--- src/design/fts_pkg.sv ---
`default_nettype none
package fts_pkg;

  localparam int MAX_ELEMENTS = 16;
  localparam int IDX_W = (MAX_ELEMENTS > 1) ? $clog2(MAX_ELEMENTS) : 1;
  localparam int CNT_W = $clog2(MAX_ELEMENTS + 2);
  localparam int EMIT_MAX = (MAX_ELEMENTS < 16) ? MAX_ELEMENTS : 16;
  localparam int ELEM_W = 32;

  localparam logic [1:0] REQ_APPEND = 2'd0;
  localparam logic [1:0] REQ_SEARCH = 2'd1;
  localparam logic [1:0] REQ_CLEAR  = 2'd2;

  typedef logic signed [ELEM_W-1:0] elem_t;
  typedef logic [IDX_W-1:0] idx_t;
  typedef logic [CNT_W-1:0] cnt_t;

  typedef struct packed {
    logic  en;
    idx_t  addr;
    elem_t data;
  } mem_wr_t;

  typedef enum logic [2:0] {
    ST_IDLE,
    ST_SCAN,
    ST_SORT_KEY,
    ST_SORT_CMP,
    ST_SORT_PLACE,
    ST_EMIT_RD,
    ST_EMIT_WAIT
  } state_t;

endpackage
`default_nettype wire

--- src/design/find_then_sort_suffix_unit.sv ---
`default_nettype none
// channel  direction  handshake            payload
// in       input      in_valid / in_ready  req_type, data
// out      output     out_valid/out_ready  found, match_index, elem_index, elem_value, last
//
// append and clear do not leave ST_IDLE; the block is ready again in the next cycle
// a search scans for the first match, then insertion-sorts the suffix after it
// through the one element memory (one read and one write port),
// then emits each beat via ST_EMIT_RD and ST_EMIT_WAIT, plus any stall on out_ready
// rst clears the element count; the element memory holds no reset
// in_ready is low for the whole of a search, until its last beat is taken
module find_then_sort_suffix_unit
  import fts_pkg::*;
(
  input  wire logic        clk,
  input  wire logic        rst,
  input  wire logic        in_valid,
  output logic             in_ready,
  input  wire logic [1:0]  req_type,
  input  wire elem_t       data,
  output logic             out_valid,
  input  wire logic        out_ready,
  output logic             found,
  output logic [3:0]       match_index,
  output logic [3:0]       elem_index,
  output elem_t            elem_value,
  output logic             last
);

  state_t  state;
  state_t  state_next;
  cnt_t    count;
  cnt_t    i;
  cnt_t    j;
  cnt_t    lo;
  cnt_t    e;
  cnt_t    pos;
  elem_t   key;
  elem_t   kv;
  logic    hit;
  logic    empty_run;

  mem_wr_t wr;
  idx_t    rd_addr;
  elem_t   rd_data;

  cnt_t    i_p1;
  cnt_t    i_p2;
  cnt_t    j_m1;
  cnt_t    j_m2;
  cnt_t    emit_lim;
  logic    in_beat;
  logic    out_beat;
  logic    is_match;
  logic    is_gt;
  logic    more_keys;

  fts_mem u_mem (
    .clk     (clk),
    .wr      (wr),
    .rd_addr (rd_addr),
    .rd_data (rd_data)
  );

  assign i_p1      = i + cnt_t'(1);
  assign i_p2      = i + cnt_t'(2);
  assign j_m1      = j - cnt_t'(1);
  assign j_m2      = j - cnt_t'(2);
  assign emit_lim  = (count > cnt_t'(EMIT_MAX)) ? cnt_t'(EMIT_MAX) : count;
  assign in_beat   = in_valid && in_ready;
  assign out_beat  = out_valid && out_ready;
  assign is_match  = (rd_data == key);
  assign is_gt     = (rd_data > kv);
  assign more_keys = (i_p1 < count);

  // next state
  always_comb begin
    state_next = state;
    case (state)
      ST_IDLE: begin
        if (in_beat && req_type == REQ_SEARCH) begin
          state_next = (count == '0) ? ST_EMIT_WAIT : ST_SCAN;
        end
      end
      ST_SCAN: begin
        if (is_match) begin
          state_next = (i_p2 < count) ? ST_SORT_KEY : ST_EMIT_RD;
        end else if (i_p1 == count) begin
          state_next = ST_EMIT_RD;
        end
      end
      ST_SORT_KEY: begin
        state_next = ST_SORT_CMP;
      end
      ST_SORT_CMP: begin
        if (is_gt) begin
          state_next = (j_m1 > lo) ? ST_SORT_CMP : ST_SORT_PLACE;
        end else begin
          state_next = more_keys ? ST_SORT_KEY : ST_EMIT_RD;
        end
      end
      ST_SORT_PLACE: begin
        state_next = more_keys ? ST_SORT_KEY : ST_EMIT_RD;
      end
      ST_EMIT_RD: begin
        state_next = ST_EMIT_WAIT;
      end
      ST_EMIT_WAIT: begin
        if (out_beat) begin
          state_next = last ? ST_IDLE : ST_EMIT_RD;
        end
      end
      default: begin
        state_next = ST_IDLE;
      end
    endcase
  end

  // memory port and handshake
  always_comb begin
    in_ready  = 1'b0;
    out_valid = 1'b0;
    rd_addr   = '0;
    wr.en     = 1'b0;
    wr.addr   = j[IDX_W-1:0];
    wr.data   = kv;
    case (state)
      ST_IDLE: begin
        in_ready = 1'b1;
        wr.addr  = count[IDX_W-1:0];
        wr.data  = data;
        wr.en    = in_beat && req_type == REQ_APPEND && count < cnt_t'(MAX_ELEMENTS);
      end
      ST_SCAN: begin
        rd_addr = is_match ? i_p2[IDX_W-1:0] : i_p1[IDX_W-1:0];
      end
      ST_SORT_KEY: begin
        rd_addr = i_p1[IDX_W-1:0] - idx_t'(2);
      end
      ST_SORT_CMP: begin
        wr.en = 1'b1;
        if (is_gt) begin
          wr.data = rd_data;
          rd_addr = j_m2[IDX_W-1:0];
        end else begin
          rd_addr = i_p1[IDX_W-1:0];
        end
      end
      ST_SORT_PLACE: begin
        wr.en   = 1'b1;
        rd_addr = i_p1[IDX_W-1:0];
      end
      ST_EMIT_RD: begin
        rd_addr = e[IDX_W-1:0];
      end
      ST_EMIT_WAIT: begin
        out_valid = 1'b1;
        rd_addr   = e[IDX_W-1:0];
      end
      default: begin
        rd_addr = '0;
      end
    endcase
  end

  always_ff @(posedge clk) begin
    if (rst) begin
      state <= ST_IDLE;
      count <= '0;
    end else begin
      state <= state_next;
      if (state == ST_IDLE && in_beat) begin
        if (req_type == REQ_APPEND && count < cnt_t'(MAX_ELEMENTS)) begin
          count <= count + cnt_t'(1);
        end else if (req_type == REQ_CLEAR) begin
          count <= '0;
        end
      end
    end
  end

  // search and sort datapath
  always_ff @(posedge clk) begin
    case (state)
      ST_IDLE: begin
        key       <= data;
        hit       <= 1'b0;
        pos       <= '0;
        e         <= '0;
        i         <= '0;
        empty_run <= (count == '0);
      end
      ST_SCAN: begin
        if (is_match) begin
          hit <= 1'b1;
          pos <= i;
          lo  <= i_p1;
          i   <= i_p2;
        end else begin
          i <= i_p1;
        end
      end
      ST_SORT_KEY: begin
        kv <= rd_data;
        j  <= i;
      end
      ST_SORT_CMP: begin
        if (is_gt) begin
          j <= j_m1;
        end else begin
          i <= i_p1;
        end
      end
      ST_SORT_PLACE: begin
        i <= i_p1;
      end
      ST_EMIT_WAIT: begin
        if (out_beat) begin
          e <= e + cnt_t'(1);
        end
      end
      default: begin
        e <= e;
      end
    endcase
  end

  assign found       = hit;
  assign match_index = hit ? 4'(pos) : 4'd0;
  assign elem_index  = 4'(e);
  assign elem_value  = empty_run ? elem_t'(0) : rd_data;
  assign last        = empty_run || (e + cnt_t'(1) == emit_lim);

endmodule
`default_nettype wire

--- src/design/fts_mem.sv ---
`default_nettype none
module fts_mem
  import fts_pkg::*;
(
  input  wire logic    clk,
  input  wire mem_wr_t wr,
  input  wire idx_t    rd_addr,
  output elem_t        rd_data
);

  elem_t store [MAX_ELEMENTS];

  always_ff @(posedge clk) begin
    if (wr.en) begin
      store[wr.addr] <= wr.data;
    end
    rd_data <= store[rd_addr];
  end

endmodule
`default_nettype wire
--- config.mk ---
export PLATFORM = sky130hd
export DESIGN_NAME = find_then_sort_suffix_unit
export DESIGN_NICKNAME = d
export VERILOG_FILES = /design/src/design/fts_pkg.sv /design/src/design/find_then_sort_suffix_unit.sv /design/src/design/fts_mem.sv
export SDC_FILE = /design/constraint.sdc
export NUM_CORES = 1
export LEC_CHECK = 0
export ABC_CLOCK_PERIOD_IN_PS = 12000
export BUFFER_PORTS_ARGS = -buffer_cell sky130_fd_sc_hd__buf_4
export CAP_MARGIN = 10
export CELL_PAD_IN_SITES_DETAIL_PLACEMENT = 1
export CELL_PAD_IN_SITES_GLOBAL_PLACEMENT = 1
export CORE_ASPECT_RATIO = 1.2
export CORE_MARGIN = 1
export CORE_UTILIZATION = 58
export DETAILED_ROUTE_END_ITERATION = 6
export MAX_ROUTING_LAYER = met4
export PLACE_DENSITY_LB_ADDON = 0.1
export SLEW_MARGIN = 15
export SYNTH_ARGS = -nofsm -noshare
export SYNTH_HDL_FRONTEND = slang
export SYNTH_HIERARCHICAL = 1
export SYNTH_SLANG_ARGS = --single-unit
--- constraint.sdc ---
create_clock -name clk -period 12 [get_ports clk]
set_input_delay 2.4 -clock clk [delete_from_list [all_inputs] [get_ports clk]]
set_output_delay 2.4 -clock clk [all_outputs]
set_load 0.05 [all_outputs]
==> flow_summary.json, run 1 <==
{
  "crit_fanout": 70,
  "grt_usage_pct": 32.3,
  "crit_path_max_incr_delay_ns": 0.86,
  "grt_max_degree": 101,
  "worstMarginPinSlew_ns": 1.07,
  "h-tree-depth": 2,
  "overflow": 0,
  "dp_hpwl_mm": 39.9,
  "slew_headroom_pct": 28.5,
  "synth.cell_area_um2": 26400,
  "synthMostInstantiatedCell": "edfxtp_1",
  "synth_flop_cell": "edfxtp_1",
  "status": "finished, violations left",
  "die-area_um2": 46400,
  "ys_types": 65,
  "synth_edf_count": 602,
  "vdd_drop_max_v": 0.000306,
  "root_buffer": "clkbuf_16",
  "fin_ws_ns": 6.42,
  "start_kind": "flop",
  "crit_buf_inv": 3,
  "crit_arrival_ns": 6.09,
  "area_growth_syn_to_layout_pct": 12.7,
  "grt_pass1_vias": 15500,
  "synthArstFlopShare_pct": 0,
  "cts_tree": "built",
  "synth.area.top_cells": "edfxtp_1 68%, mux4_2 11%, dfxtp_1 3.0%",
  "synthDominantCellAreaShare_pct": 68.4,
  "die_w_um": 197,
  "io_pins": 82,
  "synthesis.nets": 1579,
  "fmax_mhz": 179,
  "clock_insertion_delay_worst_skew_ns": 0.64,
  "cts.clk_slew.worst_paths_ns": 0.07,
  "crit_family": "buffers and inverters",
  "synth_common_cells": "602 x edfxtp_1, 128 x mux4_2, 72 x nand2_1",
  "start_util_pct": 58.9,
  "crit_path_end_kind": "flop",
  "synth_compound_area_share_pct": 5.67,
  "synth_cells": 1484,
  "vias": 14600,
  "gp_congestion": 0.867,
  "yosysWarnings": 6,
  "numCtsBuffers": 61,
  "yosysSeqAreaShare_pct": 71.4,
  "dp_slack_ns": 6.49,
  "cts.sinks": 642,
  "ctsHoldBuffers": 0,
  "synth-seq-cells": 642,
  "met1Wirelength_mm": 27.6,
  "cts_setup_buffers": 0,
  "required_ns": 12.51,
  "synth_top_family_by_area": "multiplexers",
  "critPathSlowestCell": "buf_4",
  "met2WireLength_mm": 36.0,
  "leakage_nw": 9.95,
  "antenna_found_initial": 3,
  "top_layer_used": "met4",
  "synth-simple-area-share_pct": 5.35,
  "power.density_nw_per_um2": 309,
  "syn_area_per_cell_um2": 17.8,
  "io_buffers": 81,
  "antenna_left": 0,
  "violations": "design-rule violations",
  "path_cells": "inv_1 -> ha_1 -> nor2b_1 -> o211ai_1 -> a2111oi_0 -> o31ai_1 -> nand4_1 -> nand2_1 -> o311ai_2 -> buf_4 -> buf_4 -> mux4_2 -> a22oi_1 -> nand2_1",
  "wire_per_inst_um": 31.6,
  "wl_mm": 71.1,
  "tns_ns": 0,
  "critPathKind": "reg2reg",
  "rsz0062_at_grt": "no",
  "die_y_um": 236,
  "drive_gt1_share_pct": 22.0,
  "setup_viol_count_final": 0,
  "coreArea_um2": 44900,
  "synthMuxAreaShare_pct": 11.2,
  "synth_area_leader_cell": "edfxtp_1",
  "ctsResizeCount": 0,
  "via_per_inst": 6.50,
  "synthAdderAreaFrac_pct": 2.70,
  "hold_viol_final": 0,
  "cts_buffer_depth": 3,
  "rows": 85,
  "hp-class": "reg2reg",
  "maxCapViolCount": 0,
  "met3_length_mm": 4.70,
  "grt_pass1_wl_mm": 103,
  "maxSlewViolCount": 0,
  "synth_xor_area_share_pct": 1.56,
  "min_period_ns": 5.58,
  "final_nets": 1682,
  "drt_iter0_markers": 1305,
  "fin_skew_ns": 0.0269,
  "finalCritPeriodShare_pct": 46.5,
  "drtPass1Iterations": 7,
  "drc": 3
}
-- worst paths after layout --
path                startpoint                end  slack (ns)  depth (start not counted)
min reg2reg  u_mem/rd_data[10]             kv[10]        0.54                          0
max reg2reg   u_mem/rd_data[0]  u_mem/rd_data[31]        6.42                         14
min          u_mem/rd_data[10]             kv[10]        0.54                          0
max           u_mem/rd_data[0]  u_mem/rd_data[31]        6.42                         14
-- flip-flops by register name, summed over array words and instances (netlist names) --
signal / cells
lo: 5
empty_run: 1
key: 32
state: 3
count: 5
j: 5
u_mem/store: 512
u_mem/rd_data: 32
pos: 4
kv: 32
i: 5
e: 5
found: 1
-- final cells by class --
class                   count  area (um^2)
flip-flops and latches    642        18900
fillers                  3771        15100
multi-input cells         713         7170
clock buffers              89         1720
repair buffers            111          846
well taps                 609          762
inverters                  58          218
clock inverters            25          206
diodes                      3         7.51
-- placed cells by master (no fill, tap or decap), types with 39 or more instances in the layout --
cell and n:
mux4_2 128, ha_1 57, nand2_1 72, edfxtp_1 602, clkbuf_16 62, dfxtp_1 40
xnor2_1 39, a22oi_1 64, buf_4 110, inv_1 56
-- kinds of logic (layout without fill, tap and decap cells) --
logic type                 Yosys count  count (layout)
other                                0               3
xor gates and xnor gates            47              47
adders and majority gates           57              57
AOI/OAI and AO/OA                  203             203
muxes                              135             135
DFF                                642             642
and+or+nand+nor                    271             271
buffers and inverters              129             283
-- power by group --
part	internal (mW)	switching, mW
Combinational	1.44	2.32
Clock	1.04	0.822
Sequential	3.36	0.241
-- per-stage QoR --
stage | power (mW) | util, % | hold slack (ns) | cell area (um^2) | cells
after floorplan | 6.21 | - | 0.473 | 26400 | 1484
after global placement | 7.18 | 62.1 | 0.529 | 27900 | 2133
after detailed placement | 7.37 | 62.1 | 0.525 | 27900 | 2133
after CTS | 9.25 | 66.4 | 0.539 | 29800 | 2247
after global routing | 9.59 | 66.4 | 0.556 | 29800 | 2250
final | 9.22 | 66.4 | 0.537 | 29800 | 2250
-- routing by layer --
layer,vias up,GRT usage [%]
met4,0,12.6
met2,580,52.5
met5,-,-
met1,7715,40.8
li1,6160,-
met3,162,5.76
Power figures use the tool's default switching activity.
==> run 2, diff against run 1 <==
--- a/config.mk
+++ b/config.mk
@@ -5,14 +5,14 @@
 export SDC_FILE = /design/constraint.sdc
 export NUM_CORES = 1
 export LEC_CHECK = 0
-export ABC_CLOCK_PERIOD_IN_PS = 12000
+export ABC_CLOCK_PERIOD_IN_PS = 5500
 export BUFFER_PORTS_ARGS = -buffer_cell sky130_fd_sc_hd__buf_4
 export CAP_MARGIN = 10
 export CELL_PAD_IN_SITES_DETAIL_PLACEMENT = 1
 export CELL_PAD_IN_SITES_GLOBAL_PLACEMENT = 1
 export CORE_ASPECT_RATIO = 1.2
 export CORE_MARGIN = 1
-export CORE_UTILIZATION = 58
+export CORE_UTILIZATION = 54
 export DETAILED_ROUTE_END_ITERATION = 6
 export MAX_ROUTING_LAYER = met4
 export PLACE_DENSITY_LB_ADDON = 0.1
==> constraint.sdc (replaced) <==
create_clock -name clk -period 5.5 [get_ports clk]
set_input_delay 1.1 -clock clk [delete_from_list [all_inputs] [get_ports clk]]
set_output_delay 1.1 -clock clk [all_outputs]
set_load 0.05 [all_outputs]
==> run 2 against run 1 <==
Worst hold slack worse by 0.015 ns. Non-clock buffer count up 16. The flow now finishes without violations. Clock power up 130%. Sequential power up 120%. Clock-buffer cell count up 1. Die area up 7.3%. First-iteration DRC count up 9.3%. Register-to-register slack worse by 5.6 ns. Cell area up 1.1%. Via count down 0.44%. Sequential share of layout area down 0.69 points.
==> flow_summary.json, run 2 (synthesized netlist as in run 1, its figures left out) <==
{
  "hold_viol_final": 0,
  "finalPower_mw": 20.5,
  "cts.clk_slew.worst_paths_ns": 0.06,
  "final_common_cell": "edfxtp_1",
  "grt_usage_pct": 30.1,
  "grt_pass1_vias": 15400,
  "area_growth_syn_to_layout_pct": 14.0,
  "crit_path_max_incr_delay_ns": 0.82,
  "critPathKind": "reg2reg",
  "power_frac_comb_pct": 40.6,
  "start_util_pct": 54.8,
  "drtPass1Iterations": 5,
  "layout_common_cells": "602 x edfxtp_1, 128 x mux4_2, 122 x buf_4",
  "status": "finished, final reports clean",
  "numCtsBuffers": 66,
  "wl_mm": 70.7,
  "drive_gt1_share_pct": 23.1,
  "clock_insertion_delay_worst_skew_ns": 0.60,
  "vdd_drop_max_v": 0.000565,
  "utilization_pct": 62.5,
  "wire_per_inst_um": 30.9,
  "cts_tree": "built",
  "dp_cells": 2170,
  "crit_arrival_ns": 5.18,
  "fin_skew_ns": 0.0224,
  "cts_setup_buffers": 0,
  "die_w_um": 204,
  "h-tree-depth": 3,
  "root_buffer": "clkbuf_16",
  "switching_share_pct": 36.1,
  "largest_reg_flops": 512,
  "drc": 0,
  "path_cells": "inv_1 -> ha_1 -> nand4_2 -> nor4_2 -> and4_1 -> or3b_1 -> nand4_1 -> a21oi_1 -> o31ai_1 -> and2_2 -> buf_4 -> a22oi_1 -> nand2_1",
  "grt_pass1_wl_mm": 103,
  "crit_path_end_kind": "flop",
  "p_clk_share_pct": 21.1,
  "start_kind": "flop",
  "antenna_found_initial": 2,
  "vias": 14600,
  "final_cells": 2289,
  "crit_family": "simple AND/OR/NAND/NOR gates",
  "rsz0062_at_grt": "no",
  "min_period_ns": 4.66,
  "cts.sinks": 642,
  "holdWs_ns": 0.522,
  "overflow": 0,
  "io_buffers": 81,
  "leakage_nw": 10.1,
  "hp-class": "reg2reg",
  "coreArea_um2": 48200,
  "crit_fanout": 32,
  "drt_iter0_markers": 1426,
  "internal_power_mw": 13.1,
  "slew_headroom_pct": 27.0,
  "maxCapViolCount": 0,
  "power.density_nw_per_um2": 680,
  "io_pins": 82,
  "final_nets": 1703,
  "worstMarginPinSlew_ns": 1.08,
  "cts_buffer_depth": 3,
  "maxSlewViolCount": 0,
  "setup_viol_count_final": 0,
  "via_per_inst": 6.36,
  "crit_buf_inv": 2,
  "rows": 88,
  "required_ns": 6.02,
  "critPathSlowestCell": "o31ai_1",
  "grt_max_degree": 101,
  "die-area_um2": 49900,
  "power_frac_seq_pct": 38.3,
  "tns_ns": 0,
  "ctsResizeCount": 0,
  "dp_hpwl_mm": 41.3,
  "ctsHoldBuffers": 0,
  "finalCritPeriodShare_pct": 84.8,
  "regMostFlops": "u_mem/store",
  "antenna_left": 0,
  "die_y_um": 244,
  "gp_congestion": 0.918,
  "fmax_mhz": 214,
  "switchingPower_mw": 7.39
}
[run 2: final timing paths]
check,from,to,slack [ns],cells after the start
min,u_mem/rd_data[30],kv[30],0.52,0
min reg2reg,u_mem/rd_data[30],kv[30],0.52,0
max,kv[31],u_mem/rd_data[28],0.84,13
max reg2reg,kv[31],u_mem/rd_data[28],0.84,13
[run 2: metrics by stage]
| stage | area [um^2] | worst slack [ns] |
|---|---|---|
| CTS | 30100 | 0.812 |
| global placement | 28100 | 0.969 |
| floorplan | 26400 | -0.456 |
| global route | 30100 | 0.651 |
| finish | 30100 | 0.837 |
| detailed placement | 28100 | 0.908 |
[run 2: final cells by class]
cell class / instances / area, um^2
Sequential cell: 642 / 18900
Fill cell: 4167 / 18100
Multi-Input combinational cell: 713 / 7170
Clock buffer: 90 / 1800
Timing Repair Buffer: 127 / 1020
Tap cell: 630 / 788
Clock inverter: 27 / 253
Inverter: 58 / 218
Antenna cell: 2 / 5.00
[run 2: routing by layer]
metal / track usage [%] / share of wire [%] / vias up / wire [um]
met4: 10.4 / 2.9 / 0 / 2020
met3: 4.10 / 5.7 / 115 / 4000
met1: 37.4 / 39 / 7711 / 27700
met2: 51.1 / 52 / 537 / 36900
li1: - / - / 6189 / -
met5: - / 0 / - / 0
[run 2: power groups by stage]
stage               Sequential (mW)  Combinational [mW]  Clock [mW]
floorplan                      7.70                5.84           0
global placement               7.90                8.01           0
detailed placement             7.94                8.30           0
CTS                            7.85                8.37        4.39
global route                   7.91                8.91        4.55
finish                         7.85                8.32        4.32
